==> src/simm_pkg.sv <==
// ----------------------------------------------------------------------------
// simm_pkg
// Shared types and constants for the square integer matrix multiplier.
// ----------------------------------------------------------------------------
package simm_pkg;

  localparam int DATA_W = 32;  // element and product word
  localparam int IDX_W  = 6;   // row / column index on the ports
  localparam int DIM_W  = 7;   // matrix_dim register

  typedef enum logic [1:0] {
    OP_WRITE_A  = 2'd0,
    OP_WRITE_B  = 2'd1,
    OP_MULTIPLY = 2'd2,
    OP_READ     = 2'd3
  } op_t;

  // write port of one matrix store
  typedef struct packed {
    logic              we;
    logic [DATA_W-1:0] data;
  } wr_ctl_t;

endpackage

==> src/simm_engine.sv <==
// ----------------------------------------------------------------------------
// simm_engine
// Multiply sequencer: walks i, j, k over the active corner, reads A and B,
// multiplies, accumulates and writes each finished C entry back.
// ----------------------------------------------------------------------------
module simm_engine
  import simm_pkg::*;
#(
  parameter int MAX_DIM = 64,
  parameter int CNT_W   = 6,
  parameter int ADDR_W  = 12
) (
  input  logic              clk,
  input  logic              rst_n,
  input  logic              go,
  input  logic [CNT_W-1:0]  last,
  output logic [ADDR_W-1:0] a_raddr,
  output logic [ADDR_W-1:0] b_raddr,
  input  logic [DATA_W-1:0] a_rdata,
  input  logic [DATA_W-1:0] b_rdata,
  output wr_ctl_t           c_wr,
  output logic [ADDR_W-1:0] c_waddr,
  output logic              busy
);

  logic              run_r, run_nxt;
  logic [CNT_W-1:0]  i_r, j_r, k_r;
  logic              v1_r, v2_r;
  logic [CNT_W-1:0]  i1_r, j1_r, i2_r, j2_r;
  logic              kf1_r, kl1_r, kf2_r, kl2_r;
  logic [DATA_W-1:0] prod_r, acc_r, acc_nxt;
  logic              k_end, j_end, i_end;

  assign k_end = (k_r == last);
  assign j_end = (j_r == last);
  assign i_end = (i_r == last);

  always_comb begin
    run_nxt = run_r;
    if (go) begin
      run_nxt = 1'b1;
    end else if (run_r && k_end && j_end && i_end) begin
      run_nxt = 1'b0;
    end
  end

  always_ff @(posedge clk) begin
    if (!rst_n) begin
      run_r <= 1'b0;
      v1_r  <= 1'b0;
      v2_r  <= 1'b0;
    end else begin
      run_r <= run_nxt;
      v1_r  <= run_r;
      v2_r  <= v1_r;
    end
  end

  // loop counters, k innermost
  always_ff @(posedge clk) begin
    if (go) begin
      i_r <= '0;
      j_r <= '0;
      k_r <= '0;
    end else if (run_r) begin
      if (k_end) begin
        k_r <= '0;
        if (j_end) begin
          j_r <= '0;
          i_r <= i_r + CNT_W'(1);
        end else begin
          j_r <= j_r + CNT_W'(1);
        end
      end else begin
        k_r <= k_r + CNT_W'(1);
      end
    end
  end

  // pipeline tags and datapath
  always_ff @(posedge clk) begin
    i1_r   <= i_r;
    j1_r   <= j_r;
    kf1_r  <= (k_r == '0);
    kl1_r  <= k_end;
    i2_r   <= i1_r;
    j2_r   <= j1_r;
    kf2_r  <= kf1_r;
    kl2_r  <= kl1_r;
    prod_r <= DATA_W'(a_rdata * b_rdata);  // low word, wraps
    if (v2_r) begin
      acc_r <= acc_nxt;
    end
  end

  assign acc_nxt = (kf2_r ? '0 : acc_r) + prod_r;

  assign a_raddr = ADDR_W'(32'(i_r) * MAX_DIM + 32'(k_r));
  assign b_raddr = ADDR_W'(32'(k_r) * MAX_DIM + 32'(j_r));
  assign c_waddr = ADDR_W'(32'(i2_r) * MAX_DIM + 32'(j2_r));

  assign c_wr.we   = v2_r && kl2_r;
  assign c_wr.data = acc_nxt;

  assign busy = run_r || v1_r || v2_r;

endmodule
==> config.mk <==
export PLATFORM = sky130hd
export DESIGN_NAME = simm_engine
export DESIGN_NICKNAME = d
export VERILOG_FILES = /design/src/simm_pkg.sv /design/src/simm_engine.sv
export SDC_FILE = /design/constraint.sdc
export NUM_CORES = 1
export LEC_CHECK = 0
export ABC_AREA = 1
export BUFFER_PORTS_ARGS = -buffer_cell sky130_fd_sc_hd__buf_2
export CAP_MARGIN = 0
export CORE_UTILIZATION = 38
export DETAILED_ROUTE_END_ITERATION = 10
export GPL_ROUTABILITY_DRIVEN = 0
export MAX_ROUTING_LAYER = met4
export PLACE_DENSITY_LB_ADDON = 0.08
export SLEW_MARGIN = 20
export SYNTH_ARGS = -nofsm -noshare
export SYNTH_HDL_FRONTEND = slang
export SYNTH_SLANG_ARGS = --single-unit
==> constraint.sdc <==
create_clock -name clk -period 8.4 [get_ports clk]
set_input_delay 0.42 -clock clk [delete_from_list [all_inputs] [get_ports clk]]
set_output_delay 0.42 -clock clk [all_outputs]
set_load 0.01 [all_outputs]
=== Word-level counts from Yosys, hierarchy flattened ===
Cells that the tools add are included.

* Bits in writable memories: 0
* Word-level logic and storage cells: 42
* Input port bits: 73
* Flip-flop bits (word level): 113
* Latch bits: 0
* Memories kept: 0
* Output and inout port bits: 70
* ROM bits: 0

* Divide/modulo/power cells: 0
* Multipliers: 1
* Equal/unequal tests: 3
* Reduce and logical (&&, ||, !) cells: 10
* Add/subtract/negate cells: 7
* $lt $le $gt $ge: 0
* Mux-type cells: 5
* Bitwise operators: 0
* Shift-type cells: 0

{| class="wikitable"
|+ Operators by type and width
! cell !! count
|-
| adder 12 x 6 -> 12 bit || 3
|-
| adder 32 bit || 1
|-
| multiplier 32 x 32 -> 32 bit || 1
|-
| two-way mux 32 bit || 1
|-
| adder 6 x 1 -> 6 bit (second input constant) || 3
|-
| == test 6 bit || 3
|-
| two-way mux 6 bit || 2
|-
| zero test 6 bit || 1
|-
| logical AND 1 bit || 4
|-
| AND reduction 3 bit || 1
|-
| logical OR 1 bit || 2
|-
| two-way mux 1 bit || 2
|-
| AND reduction 2 bit || 1
|-
| nonzero test 2 bit || 1
|}

=== Logic depth before layout (Yosys ltp) ===
Gate-level depths: netlist of run 1.

* Depth in word-level cells: 6
* Gate-level depth with buffers: 32
* Gate-level depth less buffers: 30

=== Worst setup path after synthesis of run 1 ===
No wires, ideal clock.

* Path kind: input-to-reg
* From: in b_rdata[2]
* To: reg prod_r[28]
* Data required time: 8.277 ns
* Arrival time: 6.490 ns
* Setup slack: 1.787 ns
* Library setup time: 0.123 ns
* Path buffers: 2
* Cell stages on the path: 23
* Cell sequence: clkbuf_1 buf_1 nand2_1 fa_1 fa_1 fa_1 fa_1 inv_1 fa_1 inv_1 fa_1 inv_1 fa_1 fa_1 ha_1 nand2_1 nor4_1 nand4_1 nand3_1 nand2_1 nand2_1 a21oi_1 xor2_1

* Word-level cells in the longest chain between the ends: 1

{| class="wikitable"
|+ RTL lines
! element !! RTL line !! source
|-
| start, declared || simm_engine.sv:20 || <nowiki>input logic [DATA_W-1:0] b_rdata,</nowiki>
|-
| multiplier 32 x 32 -> 32 bit || simm_engine.sv:90 || <nowiki>prod_r <= DATA_W'(a_rdata * b_rdata);</nowiki>
|-
| end signal, assigned || simm_engine.sv:90 ||
|-
| end, declared || simm_engine.sv:31 || <nowiki>logic [DATA_W-1:0] prod_r, acc_r, acc_nxt;</nowiki>
|}

Every way passes these cells.
A chain may end at the register's enable or synchronous reset.

=== Worst setup path in the final report of run 1 ===
* From: in b_rdata[2]
* To: reg prod_r[29]

Same word-level chain as after synthesis.

==> results.ini, run 1 <==
[run_status]
status = finished, final reports clean

[worst_setup_path]
worstReg2RegStart = kf2_r
endpoint = prod_r[29]
start_kind = input port
rr_worst_depth = 15
crit_path_start = b_rdata[2]
critPathKind = in2reg
r2r_end = acc_r[21]
crit_fanout = 31
arrival_ns = 7.34
r2r_setup_slack_ns = 5.35
end_kind = flip-flop
cp_data_required_time_ns = 8.74

[synthesis]
yosysUniqueCellTypes = 48
yosysWarnings = 0
syn_inst = 2874
ys_seq_elements = 113
syn_avg_cell_area_sq_um = 7.65
yosysSeqAreaShare_pct = 11.7
syn-cell-area_sq_mm = 0.0220
synth_fp_nets = 3514

[clocking]
clk_pin_slew_ns = 0.06
cts.hold.buffers_added = 0
clock_latency_ns = 0.42
cts_tree = yes
cts_sinks = 113
postCtsSetupBuffers = 0
cts-htree-levels = 4
clockBufferDepth = 2
numCtsBuffers = 17
cts_resized = 0
root_buffer = clkbuf_16

[layout]
nets = 3569
multi_input_area_sq_mm = 0.0157
area_delta_synth_final_pct = 8.04
seqCellArea_sq_mm = 0.00258
final_common_cell = inv_1
final_layout_size_suffix_gt1_share_pct = 6.80
fill_cells = 5920
antennaDiodeCount = 0
final_cell_mix = 845 x inv_1, 802 x nand2_1, 409 x fa_1, 158 x ha_1, 142 x buf_2

[routing]
wl_um = 59300
ant_nets = 0
drcViolationCount = 0
viasPerCell = 4.60
wire_per_inst_um = 16.0
num_vias = 17000
initialDrtViolationCount = 858
drt-pass1-iter-count = 5

[sta]
rsz0062_at_grt = false
clock_skew_ns = 0.00853
post-route-min-period_ns = 7.00
drv_slew = 0
fmax_ghz = 0.143
setup_tns_ns = 0
setup_viol_count_final = 0
finalHoldViolCount = 0
relSlewSlack_pct = 46.8
fin_crit_sh_pct = 83.3
tightest_slew_ns = 0.798

[floorplan]
rows = 87
ios = 143
core_sq_mm = 0.0568
die_y_um = 243
die_x_um = 243
die-area_sq_mm = 0.0588
start_util_pct = 38.7

[place]
dp_hpwl_um = 49600
port_buffers = 142

[global_routing]
grt_max_degree = 35
grt_pass1_vias = 18100
grt_pass1_wl_um = 96800
grt_overflow = 0
antenna_found_initial = 0
grt_use_total_pct = 21.5

[flow_run]
drv_cap = 0

[min_path]
hold_class = in2reg

[through the flow]
| step | hold slack (ns) | worst slack, ns | instance area, sq um | instances | utilization (%) |
|---|---|---|---|---|---|
| 5_1_grt | 0.214 | 1.17 | 23700 | 3698 | 41.8 |
| 6_report | 0.216 | 1.40 | 23700 | 3698 | 41.8 |
| 2_1_floorplan | 0.310 | 1.79 | 22000 | 2874 | - |
| 4_1_cts | 0.192 | 1.45 | 23700 | 3698 | 41.8 |
| 3_5_place_dp | 0.312 | 0.999 | 23200 | 3666 | 40.9 |
| 3_3_place_gp | 0.311 | 1.16 | 23200 | 3666 | 40.9 |
[how the worst min path moves through the flow]
| stage | slack [ns] | start | endpoint | depth (start not counted) |
|---|---|---|---|---|
| finish | 0.22 | go | i_r[4] | 2 |
| global route | 0.21 | go | i_r[4] | 2 |
| CTS | 0.19 | go | i_r[4] | 2 |
| detailed placement | 0.31 | i1_r[4] | i2_r[4] | 0 |
| global placement | 0.31 | j1_r[2] | j2_r[2] | 0 |
| floorplan | 0.31 | i1_r[0] | i2_r[0] | 0 |
[cells by family (layout without fill, tap and decap cells)]
family / count (synthesis) / in the layout / synth area share, %
compound gates: 142 / 142 / 3.84
xor+xnor: 81 / 81 / 3.23
fa+ha+maj: 567 / 567 / 46.2
buf+inv: 962 / 1030 / 16.7
flops: 113 / 113 / 11.7
simple gates: 1009 / 1009 / 18.3
[state kept, by name, summed over array words and instances, names as in the netlist, 6 cells and up]
signal  flops
acc_r      32
i1_r        6
i2_r        6
i_r         6
j1_r        6
j2_r        6
j_r         6
k_r         6
prod_r     32
[cell type report]
class / count / area share, %
Timing Repair Buffer: 149 / 3.21
Multi-Input combinational cell: 1799 / 66.3
Clock inverter: 13 / 0.421
Inverter: 849 / 13.4
Tap cell: 756 / 3.98
Sequential cell: 113 / 10.9
Clock buffer: 19 / 1.82
[cell usage after synthesis (all sizes together)]
| library cell | instances | share of area [%] |
|---|---|---|
| a31oi | 11 | 0.31 |
| nand2 | 806 | 14 |
| nand4 | 10 | 0.31 |
| nor3b | 4 | 0.16 |
| dfxtp | 81 | 7.4 |
| o21a | 2 | 0.068 |
| nor3 | 14 | 0.44 |
| ha | 158 | 9.0 |
| nor4 | 4 | 0.11 |
| o22ai | 2 | 0.057 |
| xor2 | 58 | 2.3 |
| buf | 37 | 0.84 |
| o211ai | 5 | 0.17 |
| inv | 849 | 14 |
| xnor2 | 23 | 0.92 |
| o21bai | 7 | 0.26 |
| o2111ai | 2 | 0.080 |
| a21o | 10 | 0.34 |
| o221a | 1 | 0.051 |
| a21boi | 5 | 0.17 |
| nand3 | 51 | 1.2 |
| nand3b | 9 | 0.31 |
| o31ai | 1 | 0.034 |
| edfxtp | 32 | 4.4 |
| o21ai | 36 | 0.85 |
| or3 | 1 | 0.028 |
| fa | 409 | 37 |
| nor2 | 110 | 1.9 |
| clkbuf | 76 | 1.3 |
| a211oi | 5 | 0.17 |
| a21oi | 55 | 1.3 |
[per-layer routing]
layer  global-route usage [%]  part of all wire, %  vias to the layer above  wire length (um)
li1                         -                    -                     8293                 -
met1                     28.7                   48                     8353             28300
met2                     35.9                   48                      324             28300
met3                     1.37                  3.1                       56              1850
met4                     4.39                  1.5                        0               910
met5                        -                    0                        -                 0
[worst max-delay path, stage by stage]
cell	delay, ns
buf_2	0.48
nand2_1	0.16
fa_1	0.48
fa_1	0.53
fa_1	0.47
fa_1	0.61
inv_1	0.08
fa_1	0.50
inv_1	0.06
fa_1	0.52
inv_1	0.04
fa_1	0.50
fa_1	0.41
ha_1	0.36
nand2_1	0.11
inv_1	0.09
nand2_1	0.05
nor2_1	0.38
nand4_1	0.33
nand3_1	0.25
a21oi_1	0.14
o21bai_1	0.17
xor2_1	0.17
Power of run 1 is not shown: default switching activity piles up to over one toggle a cycle in this logic, so the estimate is an artifact.
==> run 2: changes to the inputs <==
==> constraint.sdc (replaced) <==
create_clock -name clk -period 6.2 [get_ports clk]
set_input_delay 0.31 -clock clk [delete_from_list [all_inputs] [get_ports clk]]
set_output_delay 0.31 -clock clk [all_outputs]
set_load 0.01 [all_outputs]
==> run 2 against run 1 <==
Cell count is 5.4% higher. Die area stayed put. Non-clock buffer count is 199 higher. Critical path depth stayed put. Core utilization is 3.3 points higher. Critical endpoint is now prod_r[30]. Via count is 4.1% higher. Worst hold slack worse by 0.11 ns. First-iteration DRC count is 6.4% lower. Setup slack worse by 1.2 ns. Clock skew is 0.00088 ns higher. Wire length is 3.4% higher. Design area is 8.0% higher.
==> results.ini, run 2 (synthesis results as in run 1) <==
[run_status]
status = finished, final reports clean

[layout]
multi_input_area_sq_mm = 0.0159  ; +0.89%
final_layout_size_suffix_gt1_share_pct = 13.6  ; +6.8 points
fill_cells = 5880  ; -0.68%
nets = 3768  ; +5.6%
final_common_cell = inv_1
final_cell_mix = 842 x inv_1, 801 x nand2_1, 406 x fa_1, 189 x buf_4, 153 x ha_1
antennaDiodeCount = 0  ; unchanged
stdcell_area_sq_mm = 0.0256  ; +8.0%
finish.utilization_pct = 45.1  ; +3.3 points
area_delta_synth_final_pct = 16.7
reg.largest.list = acc_r (32), prod_r (32)
seqCellArea_sq_mm = 0.00258  ; unchanged

[clocking]
numCtsBuffers = 17  ; unchanged
cts_tree = yes
root_buffer = clkbuf_16
clockBufferDepth = 2  ; unchanged
cts-htree-levels = 4  ; unchanged
clk_pin_slew_ns = 0.06  ; about the same
cts_sinks = 113  ; unchanged
clock_latency_ns = 0.42  ; about the same
cts.hold.buffers_added = 0  ; unchanged

[floorplan]
die-area_sq_mm = 0.0588  ; unchanged
die_x_um = 243  ; unchanged
ios = 143  ; unchanged
rows = 87  ; unchanged
core_sq_mm = 0.0568  ; unchanged
die_y_um = 243  ; unchanged
start_util_pct = 38.7  ; unchanged

[place]
port_buffers = 142  ; unchanged
dp_hpwl_um = 53900  ; +8.6%
post-place-ws_ns = -0.385  ; -1.38 ns
place_area_sq_mm = 0.0249  ; +7.1%

[worst_setup_path]
start_kind = input port
end_kind = flip-flop
critPathKind = in2reg
arrival_ns = 6.26  ; -1.08 ns
crit_fanout = 6  ; -81%
rr_worst_depth = 15  ; unchanged
cp_data_required_time_ns = 6.51  ; -2.23 ns
r2r_setup_slack_ns = 3.26  ; -2.09 ns

[routing]
wl_um = 61400  ; +3.4%
num_vias = 17700  ; +4.1%
drcViolationCount = 0  ; unchanged
drt-pass1-iter-count = 5  ; unchanged
initialDrtViolationCount = 803  ; -6.4%
viasPerCell = 4.55  ; -1.2%
ant_nets = 0  ; unchanged
wire_per_inst_um = 15.7  ; -1.9%

[sta]
tightest_slew_ns = 0.616  ; -0.182 ns
finalHoldViolCount = 0  ; unchanged
fin_ws_ns = 0.251  ; -1.15 ns
setup_viol_count_final = 0  ; unchanged
relSlewSlack_pct = 58.6  ; +12 points
fin_crit_sh_pct = 96.0
post-route-min-period_ns = 5.95
clock_skew_ns = 0.00942  ; +0.000884 ns
fmax_ghz = 0.168
drv_slew = 0  ; unchanged

[global_routing]
antenna_found_initial = 0  ; unchanged
grt_use_total_pct = 22.3  ; +0.85 points
grt_pass1_wl_um = 100000  ; +3.4%
grt_pass1_vias = 18800  ; +4.1%
grt_overflow = 0  ; unchanged
grt_max_degree = 35  ; unchanged

[min_path]
holdPathStages = 3  ; +1
hold_class = in2reg

[flow_run]
drv_cap = 0  ; unchanged

-- run 2: cell count changes in the layout (fill, tap and decap cells not counted), sizes merged --
cell | before | now
bufinv | 0 | 1
buf | 149 | 339
clkbuf | 19 | 27
clkinvlp | 1 | 0
clkinv | 5 | 6
-- run 2: cell type report --
cell class	instances	area share (%)
clock inverters	14	0.551
inverters	849	12.4
repair buffers	348	9.61
multi-input cells	1799	61.9
clock buffers	18	1.76
well taps	756	3.69
flip-flops and latches	113	10.1
-- run 2: final timing paths --
check / to / startpoint
worst max-delay path: prod_r[30] / a_rdata[10]
worst min-delay path: v2_r / rst_n
worst max register to register: acc_r[21] / kf2_r
worst min register to register: i2_r[0] / i1_r[0]
-- run 2: routing by layer --
metal | vias up | GRT usage [%] | routed length (um)
met3 | 50 | 1.58 | 2260
met2 | 357 | 36.9 | 29000
met4 | 0 | 4.91 | 1100
met5 | - | - | 0
li1 | 8691 | - | -
met1 | 8625 | 30.0 | 29000
-- run 2: critical path, stage by stage --
cell	delay, ns
buf_2	0.23
buf_4	0.19
nand2_1	0.06
fa_1	0.48
inv_1	0.05
fa_1	0.52
inv_1	0.05
fa_1	0.49
inv_1	0.05
fa_1	0.53
inv_1	0.05
fa_1	0.46
fa_1	0.49
inv_1	0.05
fa_1	0.52
fa_1	0.48
ha_1	0.37
nand2_1	0.11
a21oi_1	0.04
a211oi_1	0.25
o221a_2	0.24
nand2_1	0.08
xor2_1	0.15
-- run 2: timing repair --
item                       in CTS  in global routing
setup endpoints to repair       0                 11
buffers inserted                0                  1
resized for setup               0                 42
-- run 2: per-stage QoR --
step	instances	hold slack (ns)	TNS, ns
6_report	3897	0.109	0
5_1_grt	3897	0.0997	-0.0239
4_1_cts	3896	0.0887	0
3_5_place_dp	3864	0.314	-2.96
3_3_place_gp	3864	0.311	-2.08
2_1_floorplan	2874	0.310	0
Power of run 2 is left out for the same reason.
==> run 3: changes to the inputs <==
==> constraint.sdc (replaced) <==
create_clock -name clk -period 5.86 [get_ports clk]
set_input_delay 0.293 -clock clk [delete_from_list [all_inputs] [get_ports clk]]
set_output_delay 0.293 -clock clk [all_outputs]
set_load 0.01 [all_outputs]
==> run 3 against run 2 <==
Flip-flop and latch count is the same. Highest routed layer unchanged. Wire length increased by 3.1%. Non-clock buffer count is 30 higher. Critical path depth fell by 2. Design area up 4.1%. Cell count up 0.77%. Global-route usage increased by 0.21 points.
==> results.ini, run 3 (synthesis results as in run 1) <==
[layout]
fill_cells = 5730  ; -2.6%
stdcell_area_sq_mm = 0.0267  ; +4.1%
nets = 3798  ; +0.80%
final_common_cell = inv_1
finish.utilization_pct = 47.0  ; +1.9 points
area_delta_synth_final_pct = 21.5
final_layout_size_suffix_gt1_share_pct = 17.9  ; +4.3 points
final_cell_mix = 819 x inv_1, 770 x nand2_1, 384 x fa_1, 201 x buf_4, 143 x ha_1
antennaDiodeCount = 0  ; unchanged
reg.largest.list = acc_r (32), prod_r (32)

[min_path]
holdPathStages = 3  ; unchanged
hp-start = rst_n
hold_class = in2reg
hold_path_end = v2_r

[floorplan]
rows = 87  ; unchanged
start_util_pct = 38.7  ; unchanged
ios = 143  ; unchanged
core_sq_mm = 0.0568  ; unchanged
die_y_um = 243  ; unchanged
die_x_um = 243  ; unchanged
die-area_sq_mm = 0.0588  ; unchanged

[flow_run]
drv_cap = 0  ; unchanged

[sta]
timing.hold.ws_ns = 0.0800  ; -0.0290 ns
relSlewSlack_pct = 57.6  ; -1.0 points
drv_slew = 0  ; unchanged
clock_skew_ns = 0.0100  ; +0.000589 ns
fmax_ghz = 0.173
tightest_slew_ns = 0.636  ; +0.0202 ns
setup_viol_count_final = 0  ; unchanged
finalHoldViolCount = 0  ; unchanged
fin_crit_sh_pct = 98.9
rsz0062_at_grt = true
post-route-min-period_ns = 5.80

[worst_setup_path]
path_cells = clkbuf_4, buf_4, nand2_1, fa_1, inv_1, fa_1, fa_1, fa_1, inv_1, fa_1, inv_2, fa_1, fa_1, fa_1, ha_4, nand2_4, a21oi_2, a211oi_2, o221a_2, nand2_2, xor2_1
cpPeakStageDelay_ns = 0.59  ; +0.06 ns
end_kind = flip-flop
path_buf_inv = 5  ; -2
arrival_ns = 6.12  ; -0.14 ns
cp_common_cell = fa_1
crit_path_start = b_rdata[17]
rr_worst_depth = 12  ; -3
path_delay_family = adder cells
cp_data_required_time_ns = 6.18  ; -0.33 ns
crit_fanout = 4  ; -2
start_kind = input port
r2r_end = acc_r[21]
critPathKind = in2reg
slowest_stage = fa_1
r2r_setup_slack_ns = 2.72  ; -0.54 ns
worstReg2RegStart = kf2_r

[routing]
drcViolationCount = 0  ; unchanged
viasPerCell = 4.62  ; +1.5%
ant_nets = 0  ; unchanged
drt-pass1-iter-count = 5  ; unchanged
initialDrtViolationCount = 811  ; +1.0%
num_vias = 18100  ; +2.3%
wire_per_inst_um = 16.1  ; +2.3%
wl_um = 63300  ; +3.1%

[clocking]
cts_tree = yes
clk_pin_slew_ns = 0.06  ; about the same
cts-htree-levels = 4  ; unchanged
clockBufferDepth = 2  ; unchanged
root_buffer = clkbuf_16
cts_sinks = 113  ; unchanged
clock_latency_ns = 0.43  ; about the same
numCtsBuffers = 17  ; unchanged
cts.hold.buffers_added = 0  ; unchanged

[global_routing]
grt_max_degree = 35  ; unchanged
antenna_found_initial = 0  ; unchanged
grt_pass1_vias = 18900  ; +0.70%
grt_use_total_pct = 22.5  ; +0.21 points
grt_overflow = 0  ; unchanged
grt_pass1_wl_um = 101000  ; +0.93%

[run_status]
status = finished, final reports clean

[place]
dp_hpwl_um = 54900  ; +1.9%
port_buffers = 142  ; unchanged
place_area_sq_mm = 0.0252  ; +1.2%

[run 3: cell types whose count changed in the layout (fill, tap and decap cells not counted), moves of 9 or more]
cell,before,now
buf_2,132,110
buf_8,0,9
inv_2,7,29
inv_1,842,819
nand2_2,4,27
nand2_1,801,770
buf_6,5,30
fa_1,406,384
buf_4,189,201
fa_2,3,25
ha_1,153,143
ha_4,5,15
[run 3: worst max-delay path by stage]
stage,endpoint,slack [ns],cells after the start
3_3_place_gp,prod_r[30],-0.68,21
4_1_cts,prod_r[30],0.0008,22
2_1_floorplan,prod_r[29],-0.14,24
3_5_place_dp,prod_r[30],-0.68,21
5_1_grt,prod_r[28],-0.1,24
6_report,prod_r[30],0.06,21
[run 3: layout make-up]
cell class | count | area [sq um] | share of cell area, %
Multi-Input combinational cell | 1799 | 16300 | 61.1
Sequential cell | 113 | 2580 | 9.67
Inverter | 849 | 3190 | 11.9
Tap cell | 756 | 946 | 3.54
Timing Repair Buffer | 378 | 3100 | 11.6
Clock buffer | 17 | 425 | 1.59
Clock inverter | 15 | 161 | 0.604
[run 3: stage by stage]
step,std cells,setup slack (ns),setup TNS [ns]
after CTS,3913,0.000764,0
after global routing,3927,-0.0965,-0.548
after global placement,3881,-0.684,-8.18
after floorplan,2874,-0.138,-0.250
final,3927,0.0647,0
after detailed placement,3881,-0.678,-8.71
[run 3: timing repair]
| action | 4_1_cts | 5_1_grt |
|---|---|---|
| pin swaps | 8 | 118 |
| buffers inserted | 0 | 10 |
| endpoints found under the setup margin | 10 | 16 |
| gates resized for setup | 33 | 199 |
| gates cloned | 0 | 4 |
| hold endpoints to repair | 0 | 0 |
[run 3: worst min-delay path, stage by stage]
cell	delay, ns
buf_2	0.10
nand2_1	0.05
inv_1	0.04
[run 3: layer usage]
| metal | global-route usage [%] | wire (um) | vias to the layer above |
|---|---|---|---|
| met2 | 38.1 | 31000 | 348 |
| met5 | - | 0 | - |
| li1 | - | - | 8766 |
| met3 | 1.69 | 2170 | 63 |
| met4 | 5.25 | 1190 | 0 |
| met1 | 29.4 | 28900 | 8956 |
Power of run 3 is left out for the same reason.
